`src/rtl/yuvp_pkg.sv`:
```
// ----------------------------------------------------------------------------
// yuvp_pkg
// Widths, register codes, reset values and stage types of the converter.
// ----------------------------------------------------------------------------
package yuvp_pkg;

    // Field and datapath widths.
    localparam int LUMA_W     = 8;
    localparam int WEIGHT_W   = 22;
    localparam int COEF_W     = 23;
    localparam int CDIFF_W    = 9;
    localparam int YPROD_W    = 30;
    localparam int CPROD_W    = 32;
    localparam int SUM_W      = 34;
    localparam int CFG_DATA_W = 23;
    localparam int CFG_IDX_W  = 3;

    localparam int WEIGHT_SHIFT_DEF = 20;

    // Offsets of the video levels.
    localparam logic [LUMA_W-1:0]  LUMA_OFFSET   = 8'd16;
    localparam logic [CDIFF_W-1:0] CHROMA_OFFSET = 9'd128;
    localparam logic [LUMA_W-1:0]  ALPHA_OPAQUE  = 8'hFF;
    localparam logic [LUMA_W-1:0]  CHAN_MAX      = 8'd255;

    // BT.601 weights scaled by 2^20.
    localparam logic [WEIGHT_W-1:0]      LUMA_WEIGHT_RST   = 22'd1220542;
    localparam logic signed [COEF_W-1:0] RED_FROM_CR_RST   = 23'sd1673527;
    localparam logic signed [COEF_W-1:0] GREEN_FROM_CB_RST = -23'sd409993;
    localparam logic signed [COEF_W-1:0] GREEN_FROM_CR_RST = -23'sd852492;
    localparam logic signed [COEF_W-1:0] BLUE_FROM_CB_RST  = 23'sd2116026;

    // Configuration register indexes.
    typedef enum logic [CFG_IDX_W-1:0] {
        REG_LUMA_WEIGHT   = 3'd0,
        REG_RED_FROM_CR   = 3'd1,
        REG_GREEN_FROM_CB = 3'd2,
        REG_GREEN_FROM_CR = 3'd3,
        REG_BLUE_FROM_CB  = 3'd4,
        REG_SWAP_CHROMA   = 3'd5,
        REG_BLUE_FIRST    = 3'd6,
        REG_ALPHA_ENABLE  = 3'd7
    } cfg_reg_e;

    typedef struct packed {
        logic [WEIGHT_W-1:0]      luma_weight;
        logic signed [COEF_W-1:0] red_from_cr;
        logic signed [COEF_W-1:0] green_from_cb;
        logic signed [COEF_W-1:0] green_from_cr;
        logic signed [COEF_W-1:0] blue_from_cb;
        logic                     swap_chroma;
        logic                     blue_first;
        logic                     alpha_enable;
    } yuvp_cfg_t;

    // Stage 1: offset luma and centered chroma.
    typedef struct packed {
        logic [LUMA_W-1:0]         ly_top;
        logic [LUMA_W-1:0]         ly_bot;
        logic signed [CDIFF_W-1:0] cb;
        logic signed [CDIFF_W-1:0] cr;
    } yuvp_s1_t;

    // Stage 2: weighted terms.
    typedef struct packed {
        logic [YPROD_W-1:0]        yv_top;
        logic [YPROD_W-1:0]        yv_bot;
        logic signed [CPROD_W-1:0] rcr;
        logic signed [CPROD_W-1:0] gcb;
        logic signed [CPROD_W-1:0] gcr;
        logic signed [CPROD_W-1:0] bcb;
    } yuvp_s2_t;

    // Stage 3: rounded channel sums before scaling.
    typedef struct packed {
        logic signed [SUM_W-1:0] r_top;
        logic signed [SUM_W-1:0] g_top;
        logic signed [SUM_W-1:0] b_top;
        logic signed [SUM_W-1:0] r_bot;
        logic signed [SUM_W-1:0] g_bot;
        logic signed [SUM_W-1:0] b_bot;
    } yuvp_s3_t;

    // One output pixel, channels in output order.
    typedef struct packed {
        logic [LUMA_W-1:0] ch0;
        logic [LUMA_W-1:0] ch1;
        logic [LUMA_W-1:0] ch2;
        logic [LUMA_W-1:0] ch3;
    } yuvp_px_t;

endpackage

```
`src/rtl/yuvp_front.sv`:
```
// ----------------------------------------------------------------------------
// yuvp_front
// First stage: luma offset with floor at zero, chroma centering and ordering.
// ----------------------------------------------------------------------------
module yuvp_front (
    input  logic                             aclk,
    input  logic                             load,
    input  logic                             swap_chroma,
    input  logic [yuvp_pkg::LUMA_W-1:0]      luma_top,
    input  logic [yuvp_pkg::LUMA_W-1:0]      luma_bottom,
    input  logic [yuvp_pkg::LUMA_W-1:0]      chroma_first,
    input  logic [yuvp_pkg::LUMA_W-1:0]      chroma_second,
    input  logic                             single_row,
    output yuvp_pkg::yuvp_s1_t               stage_o
);

    yuvp_pkg::yuvp_s1_t stage_reg;
    yuvp_pkg::yuvp_s1_t stage_next;
    logic [yuvp_pkg::CDIFF_W-1:0] c0;
    logic [yuvp_pkg::CDIFF_W-1:0] c1;
    logic [yuvp_pkg::LUMA_W-1:0]  luma_bot_sel;

    // Luma minus sixteen, floored at zero.
    function automatic logic [yuvp_pkg::LUMA_W-1:0] luma_off(
        input logic [yuvp_pkg::LUMA_W-1:0] y
    );
        return (y >= yuvp_pkg::LUMA_OFFSET) ? (y - yuvp_pkg::LUMA_OFFSET)
                                            : '0;
    endfunction

    always_comb begin
        // A lone final row repeats the top pixel.
        luma_bot_sel = single_row ? luma_top : luma_bottom;
        c0 = {1'b0, chroma_first}  - yuvp_pkg::CHROMA_OFFSET;
        c1 = {1'b0, chroma_second} - yuvp_pkg::CHROMA_OFFSET;
        stage_next.ly_top = luma_off(luma_top);
        stage_next.ly_bot = luma_off(luma_bot_sel);
        if (swap_chroma) begin
            stage_next.cr = $signed(c0);
            stage_next.cb = $signed(c1);
        end else begin
            stage_next.cb = $signed(c0);
            stage_next.cr = $signed(c1);
        end
    end

    always_ff @(posedge aclk) begin
        if (load) begin
            stage_reg <= stage_next;
        end
    end

    assign stage_o = stage_reg;

endmodule

```
`src/rtl/yuvp_mult.sv`:
```
// ----------------------------------------------------------------------------
// yuvp_mult
// Second stage: the six weight products of a pixel pair.
// ----------------------------------------------------------------------------
module yuvp_mult (
    input  logic                aclk,
    input  logic                load,
    input  yuvp_pkg::yuvp_cfg_t cfg,
    input  yuvp_pkg::yuvp_s1_t  stage_i,
    output yuvp_pkg::yuvp_s2_t  stage_o
);

    localparam int YW = yuvp_pkg::YPROD_W;
    localparam int CW = yuvp_pkg::CPROD_W;

    yuvp_pkg::yuvp_s2_t stage_reg;
    yuvp_pkg::yuvp_s2_t stage_next;

    // Luma products are unsigned; chroma products are signed by signed.
    always_comb begin
        stage_next.yv_top = YW'(cfg.luma_weight) * YW'(stage_i.ly_top);
        stage_next.yv_bot = YW'(cfg.luma_weight) * YW'(stage_i.ly_bot);
        stage_next.rcr    = CW'(cfg.red_from_cr)   * CW'(stage_i.cr);
        stage_next.gcb    = CW'(cfg.green_from_cb) * CW'(stage_i.cb);
        stage_next.gcr    = CW'(cfg.green_from_cr) * CW'(stage_i.cr);
        stage_next.bcb    = CW'(cfg.blue_from_cb)  * CW'(stage_i.cb);
    end

    always_ff @(posedge aclk) begin
        if (load) begin
            stage_reg <= stage_next;
        end
    end

    assign stage_o = stage_reg;

endmodule

```
`src/rtl/yuvp_sum.sv`:
```
// ----------------------------------------------------------------------------
// yuvp_sum
// Third stage: channel sums with the rounding half added.
// ----------------------------------------------------------------------------
module yuvp_sum #(
    parameter int WEIGHT_SHIFT = yuvp_pkg::WEIGHT_SHIFT_DEF
) (
    input  logic               aclk,
    input  logic               load,
    input  yuvp_pkg::yuvp_s2_t stage_i,
    output yuvp_pkg::yuvp_s3_t stage_o
);

    localparam int SW = yuvp_pkg::SUM_W;
    localparam logic signed [SW-1:0] ROUND = SW'(1) << (WEIGHT_SHIFT - 1);

    yuvp_pkg::yuvp_s3_t stage_reg;
    yuvp_pkg::yuvp_s3_t stage_next;
    logic signed [SW-1:0] y_top;
    logic signed [SW-1:0] y_bot;
    logic signed [SW-1:0] rc;
    logic signed [SW-1:0] gc;
    logic signed [SW-1:0] bc;

    always_comb begin
        // Widen the terms; the chroma part is shared by both pixels.
        y_top = SW'($signed({1'b0, stage_i.yv_top}));
        y_bot = SW'($signed({1'b0, stage_i.yv_bot}));
        rc = SW'(stage_i.rcr) + ROUND;
        gc = SW'(stage_i.gcb) + SW'(stage_i.gcr) + ROUND;
        bc = SW'(stage_i.bcb) + ROUND;
        stage_next.r_top = y_top + rc;
        stage_next.g_top = y_top + gc;
        stage_next.b_top = y_top + bc;
        stage_next.r_bot = y_bot + rc;
        stage_next.g_bot = y_bot + gc;
        stage_next.b_bot = y_bot + bc;
    end

    always_ff @(posedge aclk) begin
        if (load) begin
            stage_reg <= stage_next;
        end
    end

    assign stage_o = stage_reg;

endmodule

```
`src/rtl/yuvp_out.sv`:
```
// ----------------------------------------------------------------------------
// yuvp_out
// Last stage: scaling shift, clamp to 0..255, channel order and alpha.
// ----------------------------------------------------------------------------
module yuvp_out #(
    parameter int WEIGHT_SHIFT = yuvp_pkg::WEIGHT_SHIFT_DEF
) (
    input  logic                aclk,
    input  logic                load,
    input  yuvp_pkg::yuvp_cfg_t cfg,
    input  yuvp_pkg::yuvp_s3_t  stage_i,
    output yuvp_pkg::yuvp_px_t  top_o,
    output yuvp_pkg::yuvp_px_t  bot_o
);

    localparam int SW = yuvp_pkg::SUM_W;
    localparam int LW = yuvp_pkg::LUMA_W;

    yuvp_pkg::yuvp_px_t top_reg;
    yuvp_pkg::yuvp_px_t top_next;
    yuvp_pkg::yuvp_px_t bot_reg;
    yuvp_pkg::yuvp_px_t bot_next;

    // Floor shift, then saturate to one byte.
    function automatic logic [LW-1:0] finish(input logic signed [SW-1:0] s);
        logic signed [SW-1:0] q;
        q = s >>> WEIGHT_SHIFT;
        if (q[SW-1]) begin
            return '0;
        end else if (|q[SW-2:LW]) begin
            return yuvp_pkg::CHAN_MAX;
        end else begin
            return q[LW-1:0];
        end
    endfunction

    // Build one pixel in the selected channel order.
    function automatic yuvp_pkg::yuvp_px_t pack(
        input logic signed [SW-1:0] r,
        input logic signed [SW-1:0] g,
        input logic signed [SW-1:0] b,
        input logic                 blue_first,
        input logic                 alpha_enable
    );
        yuvp_pkg::yuvp_px_t px;
        px.ch0 = blue_first ? finish(b) : finish(r);
        px.ch1 = finish(g);
        px.ch2 = blue_first ? finish(r) : finish(b);
        px.ch3 = alpha_enable ? yuvp_pkg::ALPHA_OPAQUE : '0;
        return px;
    endfunction

    always_comb begin
        top_next = pack(stage_i.r_top, stage_i.g_top, stage_i.b_top,
                        cfg.blue_first, cfg.alpha_enable);
        bot_next = pack(stage_i.r_bot, stage_i.g_bot, stage_i.b_bot,
                        cfg.blue_first, cfg.alpha_enable);
    end

    always_ff @(posedge aclk) begin
        if (load) begin
            top_reg <= top_next;
            bot_reg <= bot_next;
        end
    end

    assign top_o = top_reg;
    assign bot_o = bot_reg;

endmodule

```
`src/rtl/yuv420_pixel_pair_to_rgb.sv`:
```
// ----------------------------------------------------------------------------
// yuv420_pixel_pair_to_rgb
// Throughput: one pixel pair per cycle, set by the four-stage register
// pipeline (prepare, multiply, sum, clamp); a stall holds each full stage
// whose successor is blocked, while empty stages still fill.
// Reset: synchronous active-low aresetn empties the pipeline and loads the
// BT.601 weights; swap, blue-first and alpha settings come out of reset off.
// ----------------------------------------------------------------------------
module yuv420_pixel_pair_to_rgb #(
    parameter int WEIGHT_SHIFT = yuvp_pkg::WEIGHT_SHIFT_DEF
) (
    input  logic                                aclk,
    input  logic                                aresetn,
    // Configuration write port.
    input  logic                                cfg_wr_en,
    input  logic [yuvp_pkg::CFG_IDX_W-1:0]      cfg_index,
    input  logic [yuvp_pkg::CFG_DATA_W-1:0]     cfg_wdata,
    // Input items.
    input  logic                                s_valid,
    output logic                                s_ready,
    input  logic [yuvp_pkg::LUMA_W-1:0]         s_luma_top,
    input  logic [yuvp_pkg::LUMA_W-1:0]         s_luma_bottom,
    input  logic [yuvp_pkg::LUMA_W-1:0]         s_chroma_first,
    input  logic [yuvp_pkg::LUMA_W-1:0]         s_chroma_second,
    input  logic                                s_single_row,
    // Result items.
    output logic                                m_valid,
    input  logic                                m_ready,
    output logic [yuvp_pkg::LUMA_W-1:0]         m_top_ch0,
    output logic [yuvp_pkg::LUMA_W-1:0]         m_top_ch1,
    output logic [yuvp_pkg::LUMA_W-1:0]         m_top_ch2,
    output logic [yuvp_pkg::LUMA_W-1:0]         m_top_ch3,
    output logic [yuvp_pkg::LUMA_W-1:0]         m_bottom_ch0,
    output logic [yuvp_pkg::LUMA_W-1:0]         m_bottom_ch1,
    output logic [yuvp_pkg::LUMA_W-1:0]         m_bottom_ch2,
    output logic [yuvp_pkg::LUMA_W-1:0]         m_bottom_ch3
);

    localparam int NSTAGE = 4;

    yuvp_pkg::yuvp_cfg_t cfg_reg;
    yuvp_pkg::yuvp_cfg_t cfg_next;
    logic [NSTAGE-1:0]   valid_reg;
    logic [NSTAGE-1:0]   valid_next;
    logic [NSTAGE-1:0]   stage_rdy;
    logic [NSTAGE-1:0]   stage_load;

    yuvp_pkg::yuvp_s1_t s1;
    yuvp_pkg::yuvp_s2_t s2;
    yuvp_pkg::yuvp_s3_t s3;
    yuvp_pkg::yuvp_px_t px_top;
    yuvp_pkg::yuvp_px_t px_bot;

    // Configuration register file.
    always_comb begin
        cfg_next = cfg_reg;
        if (cfg_wr_en) begin
            unique case (yuvp_pkg::cfg_reg_e'(cfg_index))
                yuvp_pkg::REG_LUMA_WEIGHT:
                    cfg_next.luma_weight = cfg_wdata[yuvp_pkg::WEIGHT_W-1:0];
                yuvp_pkg::REG_RED_FROM_CR:   cfg_next.red_from_cr   = $signed(cfg_wdata);
                yuvp_pkg::REG_GREEN_FROM_CB: cfg_next.green_from_cb = $signed(cfg_wdata);
                yuvp_pkg::REG_GREEN_FROM_CR: cfg_next.green_from_cr = $signed(cfg_wdata);
                yuvp_pkg::REG_BLUE_FROM_CB:  cfg_next.blue_from_cb  = $signed(cfg_wdata);
                yuvp_pkg::REG_SWAP_CHROMA:   cfg_next.swap_chroma   = cfg_wdata[0];
                yuvp_pkg::REG_BLUE_FIRST:    cfg_next.blue_first    = cfg_wdata[0];
                yuvp_pkg::REG_ALPHA_ENABLE:  cfg_next.alpha_enable  = cfg_wdata[0];
            endcase
        end
    end

    // A stage takes new data when it is empty or its contents move on.
    always_comb begin
        stage_rdy[NSTAGE-1] = !valid_reg[NSTAGE-1] || m_ready;
        for (int i = NSTAGE - 2; i >= 0; i--) begin
            stage_rdy[i] = !valid_reg[i] || stage_rdy[i+1];
        end
        valid_next    = valid_reg;
        stage_load[0] = stage_rdy[0] && s_valid;
        if (stage_rdy[0]) begin
            valid_next[0] = s_valid;
        end
        for (int i = 1; i < NSTAGE; i++) begin
            stage_load[i] = stage_rdy[i] && valid_reg[i-1];
            if (stage_rdy[i]) begin
                valid_next[i] = valid_reg[i-1];
            end
        end
    end

    always_ff @(posedge aclk) begin
        if (!aresetn) begin
            valid_reg <= '0;
            cfg_reg.luma_weight   <= yuvp_pkg::LUMA_WEIGHT_RST;
            cfg_reg.red_from_cr   <= yuvp_pkg::RED_FROM_CR_RST;
            cfg_reg.green_from_cb <= yuvp_pkg::GREEN_FROM_CB_RST;
            cfg_reg.green_from_cr <= yuvp_pkg::GREEN_FROM_CR_RST;
            cfg_reg.blue_from_cb  <= yuvp_pkg::BLUE_FROM_CB_RST;
            cfg_reg.swap_chroma   <= 1'b0;
            cfg_reg.blue_first    <= 1'b0;
            cfg_reg.alpha_enable  <= 1'b0;
        end else begin
            valid_reg <= valid_next;
            cfg_reg   <= cfg_next;
        end
    end

    yuvp_front u_front (
        .aclk          (aclk),
        .load          (stage_load[0]),
        .swap_chroma   (cfg_reg.swap_chroma),
        .luma_top      (s_luma_top),
        .luma_bottom   (s_luma_bottom),
        .chroma_first  (s_chroma_first),
        .chroma_second (s_chroma_second),
        .single_row    (s_single_row),
        .stage_o       (s1)
    );

    yuvp_mult u_mult (
        .aclk    (aclk),
        .load    (stage_load[1]),
        .cfg     (cfg_reg),
        .stage_i (s1),
        .stage_o (s2)
    );

    yuvp_sum #(
        .WEIGHT_SHIFT (WEIGHT_SHIFT)
    ) u_sum (
        .aclk    (aclk),
        .load    (stage_load[2]),
        .stage_i (s2),
        .stage_o (s3)
    );

    yuvp_out #(
        .WEIGHT_SHIFT (WEIGHT_SHIFT)
    ) u_out (
        .aclk    (aclk),
        .load    (stage_load[3]),
        .cfg     (cfg_reg),
        .stage_i (s3),
        .top_o   (px_top),
        .bot_o   (px_bot)
    );

    assign s_ready      = stage_rdy[0];
    assign m_valid      = valid_reg[NSTAGE-1];
    assign m_top_ch0    = px_top.ch0;
    assign m_top_ch1    = px_top.ch1;
    assign m_top_ch2    = px_top.ch2;
    assign m_top_ch3    = px_top.ch3;
    assign m_bottom_ch0 = px_bot.ch0;
    assign m_bottom_ch1 = px_bot.ch1;
    assign m_bottom_ch2 = px_bot.ch2;
    assign m_bottom_ch3 = px_bot.ch3;

endmodule

```
`config.mk`:
```
export PLATFORM = sky130hd
export DESIGN_NAME = yuv420_pixel_pair_to_rgb
export DESIGN_NICKNAME = d
export VERILOG_FILES = /design/src/rtl/yuvp_pkg.sv /design/src/rtl/yuvp_front.sv /design/src/rtl/yuvp_mult.sv /design/src/rtl/yuvp_sum.sv /design/src/rtl/yuvp_out.sv /design/src/rtl/yuv420_pixel_pair_to_rgb.sv
export SDC_FILE = /design/constraint.sdc
export NUM_CORES = 2
export LEC_CHECK = 0
export ABC_AREA = 0
export BUFFER_PORTS_ARGS = -buffer_cell sky130_fd_sc_hd__buf_2
export CAP_MARGIN = 20
export CELL_PAD_IN_SITES_DETAIL_PLACEMENT = 1
export CELL_PAD_IN_SITES_GLOBAL_PLACEMENT = 2
export CORE_MARGIN = 10
export CORE_UTILIZATION = 44
export DETAILED_ROUTE_END_ITERATION = 8
export GPL_ROUTABILITY_DRIVEN = 1
export PLACE_DENSITY_LB_ADDON = 0.1
export SETUP_SLACK_MARGIN = 0.2
export SLEW_MARGIN = 0
export SYNTH_ARGS = -nofsm -noshare
export SYNTH_HDL_FRONTEND = slang
export SYNTH_HIERARCHICAL = 1
export SYNTH_SLANG_ARGS = --single-unit
```
`constraint.sdc`:
```
create_clock -name aclk -period 14.6 [get_ports aclk]
set_clock_uncertainty 0.05 [all_clocks]
set_input_delay 0.73 -clock aclk [delete_from_list [all_inputs] [get_ports aclk]]
set_output_delay 0.73 -clock aclk [all_outputs]
set_load 0.05 [all_outputs]
```
# Yosys cells after proc, flatten, opt, wreduce, memory -nomap -nowiden
# Cells that the tools add are included.
[word_totals] reg_bits=603 out_inout_bits=66 word_cells=108
[op_classes] n_addsub=14 n_mul=6 magnitude_cmp=2 n_eq_ne=7 mux=17 reduce_logical=27
[ops] cell="31-bit by 34-bit adder with 34-bit output" count=6
[ops] cell="23-bit by 9-bit multiplier with 32-bit output" count=4
[ops] cell="8-bit two-way mux" count=16
[ops] cell="32-bit by 21-bit adder with 33-bit output (second input constant)" count=2
[ops] cell="22-bit by 8-bit multiplier with 30-bit output" count=2
[ops] cell="6-bit OR reduction" count=6
[ops] cell="34-bit by 21-bit adder with 34-bit output (second input constant)" count=1
[ops] cell="32-bit by 32-bit adder with 33-bit output" count=1
[ops] cell="18-bit two-way mux" count=1
[ops] cell="8-bit by 8-bit subtractor with 9-bit output (second input constant)" count=2
[ops] cell="8-bit by 5-bit >= comparator with 1-bit output (second input constant)" count=2
[ops] cell="2-bit AND reduction" count=8
[ops] cell="8-bit by 5-bit subtractor with 8-bit output (second input constant)" count=2
[ops] cell="3-bit == test (second input constant)" count=4
[ops] cell="3-bit by 2-bit == test with 1-bit output (second input constant)" count=2
[ops] cell="1-bit logical AND" count=4
[ops] cell="1-bit logical NOT" count=4
[ops] cell="1-bit logical OR" count=4
[ops] cell="3-bit by 1-bit == test with 1-bit output (second input constant)" count=1
[ops] cell="3-bit logical NOT" count=1

# Depth between registers and ports, before layout
[depth] ltp_word=6 mapped_depth=24

# By module
# Netlist, hierarchy kept.
[modules_own_cells] module="yuvp_mult" instances=1 cells_per_inst=4339 area_per_inst_um2=43160.1 seq_area_each_um2=5645.4
[modules_own_cells] module="yuvp_sum" instances=1 cells_per_inst=1766 area_per_inst_um2=17506.8 seq_area_each_um2=6125.9
[modules_own_cells] module="yuv420_pixel_pair_to_rgb" instances=1 cells_per_inst=459 area_per_inst_um2=4850.9 seq_area_each_um2=2422.3
[modules_own_cells] module="yuvp_out" instances=1 cells_per_inst=198 area_per_inst_um2=2590.0 seq_area_each_um2=1471.4
[modules_own_cells] module="yuvp_front" instances=1 cells_per_inst=100 area_per_inst_um2=1530.2 seq_area_each_um2=960.9

# Worst setup path after synthesis
# Ideal clock, no wire load.
[synth_timing] path_type="input-to-reg" startpoint="input port m_ready" endpoint="register u_sum.stage_reg (netlist bit u_sum/stage_o[0]), enable pin" setup_ns=0.796 arrival_ns=9.898 slack_ns=3.856 path_stages=2 path_cell_list="and3b_1 > nor2b_1"
[synth_via] elab_chain_cells=3
[synth_rtl] item="from (decl)" line_no="yuv420_pixel_pair_to_rgb.sv:28" text="input logic m_ready,"
[synth_rtl] item="1-bit logical OR" line_no="yuv420_pixel_pair_to_rgb.sv:74" text="stage_rdy[NSTAGE-1] = !valid_reg[NSTAGE-1] || m_ready;"
[synth_rtl] item="1-bit logical OR" line_no="yuv420_pixel_pair_to_rgb.sv:76" text="stage_rdy[i] = !valid_reg[i] || stage_rdy[i+1];"
[synth_rtl] item="1-bit logical AND" line_no="yuv420_pixel_pair_to_rgb.sv:84" text="stage_load[i] = stage_rdy[i] && valid_reg[i-1];"
[synth_rtl] item="via stage_load[2]" line_no="yuv420_pixel_pair_to_rgb.sv:46" text="logic [NSTAGE-1:0] stage_load;"
[synth_rtl] item="to (signal assigned)" line_no="yuvp_sum.sv:42" text="stage_reg <= stage_next;"
[synth_rtl] item="to (decl)" line_no="yuvp_sum.sv:17" text="yuvp_pkg::yuvp_s3_t stage_reg;"
# The timed path passes the listed nets, and every way through them passes these cells.
# A chain may end at the register's enable or synchronous reset.

==> run metrics <==
status=finished clean; # Post-CTS Setup Buffers=0; Mapped Cells=around 6400; Nets=about 8000; FP Rows=140; Setup crit start kind=register; cts bufs inserted=between 60 and 70; worst hold path type=primary input to register; TritonCTS clock tree=yes; Peak Freq=around 150 MHz; port bufs=~130; post-route setup slack=roughly 8.0 ns; first-pass GRT wire length=307 mm; DR WL/cell=between 20 and 25 um; Ys Warns=6; Clock H-tree levels=3; layout cells sized above 1=between 6 and 7%; Final min period=between 6 and 7 ns; synthesized cell area=64100 sq um; CP max FO=21; initial core utilization=between 40 and 50%; Routed Antenna Nets=0; critical path class=register to register; CTS clk-pin slew, worst paths=~0.060 ns; net count after synthesis=8044; die height=around 400 um; total die area=between 150000 and 200000 sq um; setup_tns=0 ns; global route overflow=0; clk root buf=clkbuf_16; met3 wire length=6.64 mm; Max Slew Vio Count=0; clock sink count=~470; Ports=130; most frequent cells in the layout=fa_1, inv_1, nand2_1, and2_1, ha_1; most common cell after layout, fill and taps aside=fa_1; routability cong.=about 0.87; CP required=between 10 and 15 ns; post-CTS resize count=0; max-capacitance violation count=0; Post-CTS Hold Fix Bufs=0; vias in the first global route=51000; Clock Latency Late Sink=between 0.6 and 0.7 ns; Critical Path AT=between 6 and 7 ns; DP HPWL=around 160 mm; via count=46200; Area Growth Syn to Fin=7.26%; Metal-1 WL=between 80 and 90 mm; max reg flops=about 190; final setup violating endpoints=0; top routing layer used=met5; met2 wire length=97.8 mm; hold path start=s_valid; Worst setup EP type=register; Setup WS pre-CTS=between 8 and 9 ns; DR iter-0 viols=2116; initial antenna violation count=3; final worst-path cycle share=between 40% and 50%; worst slew pin tran=~1.1 ns; final WL=between 150 and 200 mm; Clock Path Buffers=3; largest net degree at the start of global routing=a little under 80; Worst R2R Start=u_front/stage_o[7]; RSZ-0062 raised after global routing=false; Core Area=145000 sq um; Initial DRT Pass Iterations=5; Hold Vio Cnt, Final=0; drc violations=0; Horiz. Die Dim=between 400 and 500 um; Setup crit start=u_front/stage_o[7]; Tot GR Track Use=approximately 24%; Fill cells=roughly 16000; via/cell ratio=~5.5; Syn Area/Cell=between 9 and 10 sq um; Max-slew headroom=between 20% and 30%
[stage by stage]
stage	hold slack (ns)	util [%]	std cells	cell area [sq um]
finish	0.244	47.4	8395	68800
global route	0.245	47.4	8394	68800
CTS	0.202	47.4	8394	68800
detailed placement	0.450	45.7	8274	66400
global placement	0.450	45.7	8272	66400
floorplan	0.358	-	6447	64100
[worst max-delay path: stages (launching register included)]
cell       delay [ns]
edfxtp_1         0.52
inv_1            0.62
buf_4            0.40
nor2_1           0.12
fa_1             0.53
fa_1             0.45
fa_1             0.53
fa_1             0.42
ha_1             0.30
ha_1             0.35
o21a_1           0.17
o21ai_0          0.08
a21oi_1          0.29
a211oi_2         0.16
nor4_1           0.38
o221ai_1         0.32
o2111ai_1        0.30
nand2_1          0.10
xnor2_1          0.13
buf_4            0.14
[per-layer routing]
layer,vias up,GRT usage (%)
met1,24100,31.5
met4,4,6.31
met3,197,3.06
met2,697,43.2
met5,-,0
li1,21200,-
[worst paths after layout]
path	slack (ns)	cells after the start	to
min reg2reg	0.47	1	valid_reg[3]
max	8.00	19	u_mult/stage_o[127]
max reg2reg	8.00	19	u_mult/stage_o[127]
min	0.24	2	valid_reg[0]
[cell type report]
type	count	area, sq um	area share (%)
multi-input combinational	4931	47000	68.4
sequential	474	13000	18.9
inverter	776	2910	4.24
tap	1917	2400	3.49
clock buffer	80	1810	2.63
timing repair buffer	176	1020	1.49
clock inverter	40	558	0.812
antenna	1	2.50	0.00364
Power is not shown: default switching activity piles up to over one toggle a cycle in this logic, so the estimate is an artifact.
